**config.mk**
```make
export PLATFORM = sky130hd
export DESIGN_NAME = rle_byte_decompressor
export DESIGN_NICKNAME = d
export VERILOG_FILES = /design/src/rtl/rbd_pkg.sv /design/src/rtl/rbd_ctrl.sv /design/src/rtl/rbd_datapath.sv /design/src/rtl/rle_byte_decompressor.sv
export VERILOG_INCLUDE_DIRS = /design/src /design/src/rtl
export SDC_FILE = /design/constraint.sdc
export NUM_CORES = 1
export LEC_CHECK = 0
export ABC_AREA = 1
export BUFFER_PORTS_ARGS = -buffer_cell sky130_fd_sc_hd__buf_2
export CAP_MARGIN = 20
export CORE_MARGIN = 3
export CORE_UTILIZATION = 55
export CTS_CLUSTER_DIAMETER = 30
export DETAILED_ROUTE_END_ITERATION = 10
export GPL_TIMING_DRIVEN = 1
export MAX_ROUTING_LAYER = met4
export PLACE_DENSITY = 0.87
export SLEW_MARGIN = 0
export SYNTH_ARGS = -nofsm -noshare
export SYNTH_HDL_FRONTEND = slang
export SYNTH_SLANG_ARGS = --single-unit
```
**constraint.sdc**
```tcl
create_clock -name clk -period 5.3 [get_ports clk]
set_input_delay 0.53 -clock clk [delete_from_list [all_inputs] [get_ports clk]]
set_output_delay 0.53 -clock clk [all_outputs]
set_load 0.02 [all_outputs]
```
**src/rtl/rle_byte_decompressor_defines.svh**
```systemverilog
// Assertion macros shared by the run-length decoder RTL.
// Depends on clk and rst_n being visible where a macro is used.
`ifndef RLE_BYTE_DECOMPRESSOR_DEFINES_SVH
`define RLE_BYTE_DECOMPRESSOR_DEFINES_SVH

// Same-cycle implication, held off during reset.
`define RBD_ASSERT_IMP(lbl, ant, cons, msg) \
  lbl: assert property (@(posedge clk) disable iff (!rst_n) (ant) |-> (cons)) else $error(msg);

// Next-cycle implication, held off during reset.
`define RBD_ASSERT_NXT(lbl, ant, cons, msg) \
  lbl: assert property (@(posedge clk) disable iff (!rst_n) (ant) |=> (cons)) else $error(msg);

`endif

```
**src/rtl/rbd_pkg.sv**
```systemverilog
// Shared types and constants for the run-length byte decoder.
// No dependencies.
`default_nettype none

package rbd_pkg;

  localparam int DATA_W  = 64;
  localparam int COUNT_W = 4;

  // Result kinds requested by the controller
  localparam logic [1:0] EMIT_NONE  = 2'd0;
  localparam logic [1:0] EMIT_EMPTY = 2'd1;
  localparam logic [1:0] EMIT_LIT   = 2'd2;
  localparam logic [1:0] EMIT_RUN   = 2'd3;

  typedef struct packed {
    logic       hdr_shift;
    logic       rep_load;
    logic       val_load;
    logic       lit_dec;
    logic       lit_ovr;
    logic [1:0] emit;
  } cmd_t;

  typedef struct packed {
    logic       out_free;
    logic       hdr_zero;
    logic       code_rep;
    logic       lit_ovr;
    logic [7:0] lit_len;
    logic       size_one;
    logic       size_zero;
    logic       run_last;
  } sts_t;

endpackage

`default_nettype wire

```
**src/rtl/rbd_ctrl.sv**
```systemverilog
// Controller for the run-length byte decoder: stream phase, header position,
// literal count and input handshake. Depends on rbd_pkg and the defines header.
`default_nettype none
`include "rle_byte_decompressor_defines.svh"

module rbd_ctrl (
  input  wire logic         clk,
  input  wire logic         rst_n,
  input  wire logic         in_valid,
  output logic              in_ready,
  input  rbd_pkg::sts_t     sts,
  output rbd_pkg::cmd_t     cmd
);
  import rbd_pkg::*;

  localparam logic [2:0] S_HDR     = 3'd0;
  localparam logic [2:0] S_CODE    = 3'd1;
  localparam logic [2:0] S_VAL     = 3'd2;
  localparam logic [2:0] S_LIT     = 3'd3;
  localparam logic [2:0] S_LIT_OVR = 3'd4;
  localparam logic [2:0] S_RUN     = 3'd5;

  logic [2:0] state_r, state_nxt;
  logic [1:0] hdr_idx_r, hdr_idx_nxt;
  logic [7:0] lit_rem_r, lit_rem_nxt;
  logic       acc;

  always_comb begin
    cmd         = '0;
    state_nxt   = state_r;
    hdr_idx_nxt = hdr_idx_r;
    lit_rem_nxt = lit_rem_r;
    in_ready    = (state_r != S_RUN) && sts.out_free;
    acc         = in_valid && in_ready;
    unique case (state_r) inside
      S_CODE: begin
        if (acc) begin
          if (sts.code_rep) begin
            cmd.rep_load = 1'b1;
            state_nxt    = S_VAL;
          end else begin
            lit_rem_nxt = sts.lit_len;
            state_nxt   = sts.lit_ovr ? S_LIT_OVR : S_LIT;
          end
        end
      end
      S_VAL: begin
        if (acc) begin
          cmd.val_load = 1'b1;
          state_nxt    = S_RUN;
        end
      end
      S_RUN: begin
        if (sts.out_free) begin
          cmd.emit = EMIT_RUN;
          if (sts.run_last) begin
            state_nxt = sts.size_zero ? S_HDR : S_CODE;
          end
        end
      end
      S_LIT, S_LIT_OVR: begin
        if (acc) begin
          cmd.lit_dec = 1'b1;
          cmd.emit    = EMIT_LIT;
          cmd.lit_ovr = (state_r == S_LIT_OVR);
          if (lit_rem_r != 8'd0) begin
            lit_rem_nxt = lit_rem_r - 8'd1;
          end
          if (sts.size_one) begin
            lit_rem_nxt = 8'd0;
            state_nxt   = S_HDR;
          end else if ((state_r == S_LIT) && (lit_rem_r == 8'd1)) begin
            state_nxt = S_CODE;
          end
        end
      end
      default: begin
        if (acc) begin
          cmd.hdr_shift = 1'b1;
          if (hdr_idx_r == 2'd3) begin
            hdr_idx_nxt = 2'd0;
            if (sts.hdr_zero) begin
              cmd.emit  = EMIT_EMPTY;
              state_nxt = S_HDR;
            end else begin
              state_nxt = S_CODE;
            end
          end else begin
            hdr_idx_nxt = hdr_idx_r + 2'd1;
            state_nxt   = S_HDR;
          end
        end
      end
    endcase
  end

  always_ff @(posedge clk) begin
    if (!rst_n) begin
      state_r   <= S_HDR;
      hdr_idx_r <= 2'd0;
      lit_rem_r <= 8'd0;
    end else begin
      state_r   <= state_nxt;
      hdr_idx_r <= hdr_idx_nxt;
      lit_rem_r <= lit_rem_nxt;
    end
  end

  `RBD_ASSERT_IMP(a_hdr_idx_in_hdr, hdr_idx_r != 2'd0, state_r == S_HDR, "header index outside header")
  `RBD_ASSERT_IMP(a_lit_count_live, state_r == S_LIT, lit_rem_r != 8'd0, "literal phase with no bytes left")
  `RBD_ASSERT_NXT(a_run_exit, (state_r == S_RUN) && sts.out_free && sts.run_last,
                  (state_r == S_HDR) || (state_r == S_CODE), "run drain did not end")

endmodule

`default_nettype wire

```
**src/rtl/rbd_datapath.sv**
```systemverilog
// Datapath for the run-length byte decoder: size counter, repeat length,
// run drain counter and output register. Depends on rbd_pkg and the defines header.
`default_nettype none
`include "rle_byte_decompressor_defines.svh"

module rbd_datapath #(
  parameter int LANE_BYTES = 8,
  parameter int SIZE_BITS  = 32
) (
  input  wire logic                          clk,
  input  wire logic                          rst_n,
  input  wire logic [7:0]                    in_byte,
  input  rbd_pkg::cmd_t                      cmd,
  output rbd_pkg::sts_t                      sts,
  output logic                               out_valid,
  input  wire logic                          out_ready,
  output logic [rbd_pkg::DATA_W-1:0]         out_data,
  output logic [rbd_pkg::COUNT_W-1:0]        out_count,
  output logic                               out_run_end,
  output logic                               out_stream_done,
  output logic                               out_overrun_error
);
  import rbd_pkg::*;

  localparam logic [7:0] LANE_W = 8'(LANE_BYTES);

  logic [SIZE_BITS-1:0] size_r, size_nxt;
  logic [SIZE_BITS-1:0] hdr_val;
  logic [7:0]           rep_len_r, rep_len_nxt;
  logic [7:0]           val_r, val_nxt;
  logic [7:0]           left_r, left_nxt;
  logic                 ovr_r, ovr_nxt;
  logic                 rep_ovr;
  logic [7:0]           take;
  logic [DATA_W-1:0]    lanes;

  logic                 out_valid_r, out_valid_nxt;
  logic [DATA_W-1:0]    out_data_r, out_data_nxt;
  logic [COUNT_W-1:0]   out_count_r, out_count_nxt;
  logic                 run_end_r, run_end_nxt;
  logic                 done_r, done_nxt;
  logic                 oerr_r, oerr_nxt;

  assign hdr_val = SIZE_BITS'({size_r, in_byte});
  assign rep_ovr = SIZE_BITS'(rep_len_r) > size_r;
  assign take    = (left_r < LANE_W) ? left_r : LANE_W;

  always_comb begin
    for (int i = 0; i < 8; i++) begin
      lanes[8*i +: 8] = (8'(i) < take) ? val_r : 8'h00;
    end
  end

  always_comb begin
    sts.out_free  = !out_valid_r || out_ready;
    sts.hdr_zero  = (hdr_val == '0);
    sts.code_rep  = !in_byte[7];
    sts.lit_len   = {1'b0, in_byte[6:0]} + 8'd1;
    sts.lit_ovr   = SIZE_BITS'(sts.lit_len) > size_r;
    sts.size_one  = (size_r == SIZE_BITS'(1));
    sts.size_zero = (size_r == '0);
    sts.run_last  = (left_r <= LANE_W);
  end

  always_comb begin
    size_nxt      = size_r;
    rep_len_nxt   = rep_len_r;
    val_nxt       = val_r;
    left_nxt      = left_r;
    ovr_nxt       = ovr_r;
    out_data_nxt  = out_data_r;
    out_count_nxt = out_count_r;
    run_end_nxt   = run_end_r;
    done_nxt      = done_r;
    oerr_nxt      = oerr_r;
    out_valid_nxt = out_valid_r && !out_ready;

    if (cmd.hdr_shift) begin
      size_nxt = hdr_val;
    end
    if (cmd.rep_load) begin
      rep_len_nxt = {1'b0, in_byte[6:0]} + 8'd3;
    end
    if (cmd.val_load) begin
      val_nxt  = in_byte;
      ovr_nxt  = rep_ovr;
      left_nxt = rep_ovr ? size_r[7:0] : rep_len_r;
      size_nxt = rep_ovr ? '0 : size_r - SIZE_BITS'(rep_len_r);
    end
    if (cmd.lit_dec) begin
      size_nxt = size_r - SIZE_BITS'(1);
    end

    unique case (cmd.emit)
      EMIT_EMPTY: begin
        out_valid_nxt = 1'b1;
        out_data_nxt  = '0;
        out_count_nxt = '0;
        run_end_nxt   = 1'b1;
        done_nxt      = 1'b1;
        oerr_nxt      = 1'b0;
      end
      EMIT_LIT: begin
        out_valid_nxt = 1'b1;
        out_data_nxt  = DATA_W'(in_byte);
        out_count_nxt = COUNT_W'(1);
        run_end_nxt   = 1'b1;
        done_nxt      = sts.size_one;
        oerr_nxt      = cmd.lit_ovr;
      end
      EMIT_RUN: begin
        out_valid_nxt = 1'b1;
        out_data_nxt  = lanes;
        out_count_nxt = take[COUNT_W-1:0];
        run_end_nxt   = sts.run_last;
        done_nxt      = sts.run_last && sts.size_zero;
        oerr_nxt      = ovr_r;
        left_nxt      = left_r - take;
      end
      default: begin
      end
    endcase
  end

  always_ff @(posedge clk) begin
    if (!rst_n) begin
      size_r      <= '0;
      out_valid_r <= 1'b0;
    end else begin
      size_r      <= size_nxt;
      out_valid_r <= out_valid_nxt;
    end
  end

  always_ff @(posedge clk) begin
    rep_len_r   <= rep_len_nxt;
    val_r       <= val_nxt;
    left_r      <= left_nxt;
    ovr_r       <= ovr_nxt;
    out_data_r  <= out_data_nxt;
    out_count_r <= out_count_nxt;
    run_end_r   <= run_end_nxt;
    done_r      <= done_nxt;
    oerr_r      <= oerr_nxt;
  end

  assign out_valid         = out_valid_r;
  assign out_data          = out_data_r;
  assign out_count         = out_count_r;
  assign out_run_end       = run_end_r;
  assign out_stream_done   = done_r;
  assign out_overrun_error = oerr_r;

  `RBD_ASSERT_IMP(a_count_in_range, out_valid_r, out_count_r <= COUNT_W'(LANE_BYTES),
                  "result count above lane count")
  `RBD_ASSERT_IMP(a_done_ends_run, out_valid_r && done_r, run_end_r,
                  "stream done without end of run")
  `RBD_ASSERT_IMP(a_drain_nonempty, cmd.emit == EMIT_RUN, left_r != 8'd0,
                  "run drain with no bytes left")

endmodule

`default_nettype wire

```
**src/rtl/rle_byte_decompressor.sv**
```systemverilog
// Run-length byte decoder (PackBits style), top level: links controller and datapath.
// Depends on rbd_pkg, rbd_ctrl and rbd_datapath.
//
// Takes one compressed byte per transaction on in_byte: a four-byte big-endian
// size header, then code bytes (below 128: next byte repeated code+3 times;
// 128 and up: code-127 literal bytes follow). Decoded bytes leave in lanes of
// out_data, lane 0 first, with out_count valid lanes. Header, code and literal
// bytes are accepted back to back while the output register is free. Once a
// repeat value byte is accepted, the run drains through the single output
// register, one result per cycle unless out_ready holds it off, with in_ready
// low; the run length is first truncated to the remaining size.
// A literal or a zero-size header gives one result; a run cut at the declared
// size sets out_overrun_error on all its results. The last result of a stream
// sets out_stream_done, and the next byte starts a new header.
`default_nettype none

module rle_byte_decompressor #(
  parameter int LANE_BYTES = 8,
  parameter int SIZE_BITS  = 32
) (
  input  wire logic                          clk,
  input  wire logic                          rst_n,
  input  wire logic                          in_valid,
  output logic                               in_ready,
  input  wire logic [7:0]                    in_byte,
  output logic                               out_valid,
  input  wire logic                          out_ready,
  output logic [rbd_pkg::DATA_W-1:0]         out_data,
  output logic [rbd_pkg::COUNT_W-1:0]        out_count,
  output logic                               out_run_end,
  output logic                               out_stream_done,
  output logic                               out_overrun_error
);
  import rbd_pkg::*;

  cmd_t cmd;
  sts_t sts;

  rbd_ctrl u_ctrl (
    .clk      (clk),
    .rst_n    (rst_n),
    .in_valid (in_valid),
    .in_ready (in_ready),
    .sts      (sts),
    .cmd      (cmd)
  );

  rbd_datapath #(
    .LANE_BYTES (LANE_BYTES),
    .SIZE_BITS  (SIZE_BITS)
  ) u_datapath (
    .clk               (clk),
    .rst_n             (rst_n),
    .in_byte           (in_byte),
    .cmd               (cmd),
    .sts               (sts),
    .out_valid         (out_valid),
    .out_ready         (out_ready),
    .out_data          (out_data),
    .out_count         (out_count),
    .out_run_end       (out_run_end),
    .out_stream_done   (out_stream_done),
    .out_overrun_error (out_overrun_error)
  );

endmodule

`default_nettype wire

```
==> impl_summary.log <==
[metrics] power per cell area: 350 nW/um2
[metrics] Final Hold Vio Count: 0
[metrics] library cell used as clock root buffer: clkbuf_16
[metrics] reported max-cap violation count: 0
[metrics] post-DP HPWL: roughly 16,000 um
[metrics] vias per cell: 5.77
[metrics] fraction of the cycle the final worst path needs: 0.546
[metrics] met2 demand-to-capacity share in global routing: 0.434
[metrics] clock tree from TritonCTS: done
[metrics] TritonCTS sink count: around 140
[metrics] Die Span Y: between 100 and 150 um
[metrics] most common cell after layout, fill and taps aside: nand2_1
[metrics] depth of the most critical reg-to-reg path: 8
[metrics] area of the die: 17,500 um2
[metrics] portion of the post-synthesis area used by sequential elements: 0.433
[metrics] Final ANT Viol Nets: 0
[metrics] number of detailed-route iterations in the first pass: 8
[metrics] count of nets after finishing: ~1,300
[metrics] number of setup buffers added after CTS: 0
[metrics] DRC violation total after the first TritonRoute iteration: 1,008
[metrics] netlist area before placement: between 8000 and 9000 um2
[metrics] worst-case headroom to the max-slew limit: 0.212
[metrics] required time at the endpoint of the critical path: 5.36 ns
[metrics] number of cells on the worst hold path: 1
[metrics] Final TNS setup: 0 ns
[metrics] pin count of the biggest net entering global routing: 73
[metrics] post-layout utilization of the core: 0.642
[metrics] peak supply drop: around 0.24 mV
[metrics] endpoint class of the critical path: register
[metrics] GR Util met3: 0.0573
[metrics] clock latency on the worst-skew pair: approximately 0.44 ns
[metrics] worst setup path category: reg -> reg
[metrics] count of hold buffers inserted by post-cts repair: 0
[metrics] non-filler cells, final: ~1,400
[metrics] RePlAce Congestion: about 1.0
[metrics] total of cells resized after clock tree synthesis: 0
[metrics] global-route wire length before repair: around 37,000 um
[metrics] total grt overflow: 0
[metrics] count of inserted antenna diode cells: 0
[metrics] distinct cell type count of the synthesized netlist: 43
[metrics] setup repair after global routing missed its margin: no
[metrics] number of buffers created by CTS: 17
[metrics] Yosys Warn Count: 0
[metrics] number of slew-limit violations in the final report: 0
[metrics] # setup viols final: 0
[metrics] hold wc startpoint: in_byte[1]
[metrics] number of instances in the synthesized netlist: roughly 1,100
[metrics] effective utilization at floorplan: 0.569
[metrics] average instance area after synthesis: 7.67 um2
[metrics] DRC violation count after routing: 0
[metrics] Layout fillers: 1,289
[metrics] vias post-DR: ~8,300
[metrics] PortBufs: 84
[metrics] number of cell rows: 45
[metrics] worst slew pin tran: ~1.2 ns
[metrics] time the final worst path needs with I/O delays and setup: between 2 and 3 ns
[metrics] global-route track usage on met1: 0.333
[metrics] register bit count reported by yosys: between 100 and 150
[metrics] critical path fanouts, max: between 70 and 80
[metrics] clock slew seen by the registers of the worst setup and hold paths: roughly 0.07 ns
[metrics] overall routed net length: 23,300 um
[metrics] commonest cells after routing, fill and taps aside: 240 x nand2_1, 150 x inv_1, 139 x nor2_1
[metrics] clock buffer depth: 2
[metrics] leakage power figure: ~4.3 nW
[metrics] sequential cell area: 3800 um2
[metrics] floorplan core area: 15,400 um2
[metrics] highest achievable clock rate: approximately 0.35 GHz
[metrics] area grow syn2layout: 12.9%
[metrics] number of I/O pins: between 80 and 90
[metrics] share of layout cells above drive strength 1: 0.131
[metrics] hold slack final: 0.325 ns
[metrics] area used by multi-input combinational logic: around 4200 um2
[metrics] global routing's busiest layer: met2
[metrics] Worst setup startpoint: u_datapath.size_r[1]
[metrics] result of the run: finished, final reports clean
[metrics] net count after synthesis: approximately 1,200
[metrics] number of global-route vias before repair: between 7,000 and 8,000
[metrics] Crit Reg-Reg Startpoint: u_datapath.size_r[1]
[metrics] clock skew: ~0.01 ns
[metrics] H-tree Lvls: 4
[metrics] worst hold-check path type: in -> reg
[metrics] width of the die: between 100 and 150 um
[metrics] arrival time worst endpoint: 2.95 ns
[metrics] Worst setup SP type: register
[metrics] Avg WL per Cell: around 16 um
[metrics] total power: 3.47 mW
[metrics] number of antenna violations at the first check in global routing: 0
[metrics] number of placed instances, taps included: 1,404
[metrics] GR Util All Layers: 0.271
flip-flops by register name, summed over array words and instances (netlist names):
| register | count |
|---|---|
| u_ctrl.hdr_idx_r | 2 |
| u_datapath.out_count | 4 |
| u_datapath.ovr_r | 1 |
| u_datapath.out_stream_done | 1 |
| u_ctrl.state_r | 3 |
| u_datapath.out_data | 64 |
| u_datapath.left_r | 8 |
| u_datapath.out_valid | 1 |
| u_datapath.val_r | 8 |
| u_datapath.out_run_end | 1 |
| u_ctrl.lit_rem_r | 8 |
| u_datapath.size_r | 32 |
| u_datapath.rep_len_r | 8 |
| u_datapath.out_overrun_error | 1 |
power breakdown:
part | switching [mW] | total [mW] | leakage, nW | internal, mW
clock network | 0.566 | 1.21 | 0.297 | 0.640
registers | 0.0878 | 1.34 | 1.15 | 1.25
logic | 0.631 | 0.927 | 2.81 | 0.295
total | 1.28 | 3.47 | 4.26 | 2.18
layout make-up:
| cell class | instances | share of cell area |
|---|---|---|
| sequential | 142 | 0.384 |
| multi-input combinational | 812 | 0.424 |
| tap | 211 | 0.0266 |
| clock inverter | 15 | 0.0186 |
| timing repair buffer | 85 | 0.0452 |
| clock buffer | 17 | 0.0429 |
| inverter | 155 | 0.0589 |
synthesized netlist by cell type (all sizes together):
library cell    n  area (um2)
a21boi          1        7.51
a21oi          81         405
a221oi          1        8.76
a31oi           3        18.8
and2            1        6.26
buf            27         170
clkbuf          8        30.0
clkinv          1        3.75
conb            1        3.75
dfxtp          46         921
edfxtp         96        2880
fa              1        20.0
ha             24         300
inv           154         581
nand2         253         987
nand3          89         475
nand4          20         125
nor2          159         723
nor3           17        85.1
nor4            1        6.26
o211a           1        10.0
o211ai          1        7.51
o21a            6        45.0
o21ai          89         445
o21bai          2        15.0
o22ai          13        81.3
o31ai           2        15.0
or2             2        12.5
xnor2           9        78.8
xor2           35         307
metal layers:
| metal | vias up | part of all wire |
|---|---|---|
| met5 | - | 0 |
| met2 | 500 | 0.48 |
| met3 | 92 | 0.098 |
| met1 | 3776 | 0.39 |
| li1 | 3922 | - |
| met4 | 0 | 0.037 |
worst max-delay path, stage by stage, from the launching register on:
cell	delay [ns]
dfxtp_1	0.35
inv_1	0.19
ha_1	0.35
nand2_1	0.16
nor2_2	0.30
nand4_1	0.18
nor2_1	0.14
nand4_1	0.15
nand3_4	0.62
final timing paths:
check | end | slack (ns)
worst max register to register | u_datapath.out_data[42] | 2.41
worst max-delay path | u_datapath.out_data[42] | 2.41
worst min-delay path | u_datapath.val_r[1] | 0.32
worst min register to register | u_ctrl.state_r[2] | 0.50
cell families (layout without fill, tap and decap cells):
family                     after synthesis  count (layout)  share of synthesized area
and+or+nand+nor                        542             542                      0.276
adders and majority gates               25              25                     0.0365
DFF                                    142             142                      0.433
xor gates and xnor gates                44              44                     0.0439
buffers and inverters                  190             272                     0.0894
other                                    1               1                   0.000427
AOI/OAI and AO/OA                      200             200                      0.121
through the flow:
step | area, um2 | setup slack, ns
final | 9910 | 2.41
after global routing | 9910 | 2.11
after CTS | 9880 | 2.41
after detailed placement | 9280 | 2.27
after global placement | 9280 | 2.30
after floorplan | 8780 | 1.48
Note: power is estimated with default switching activity, not from simulation.
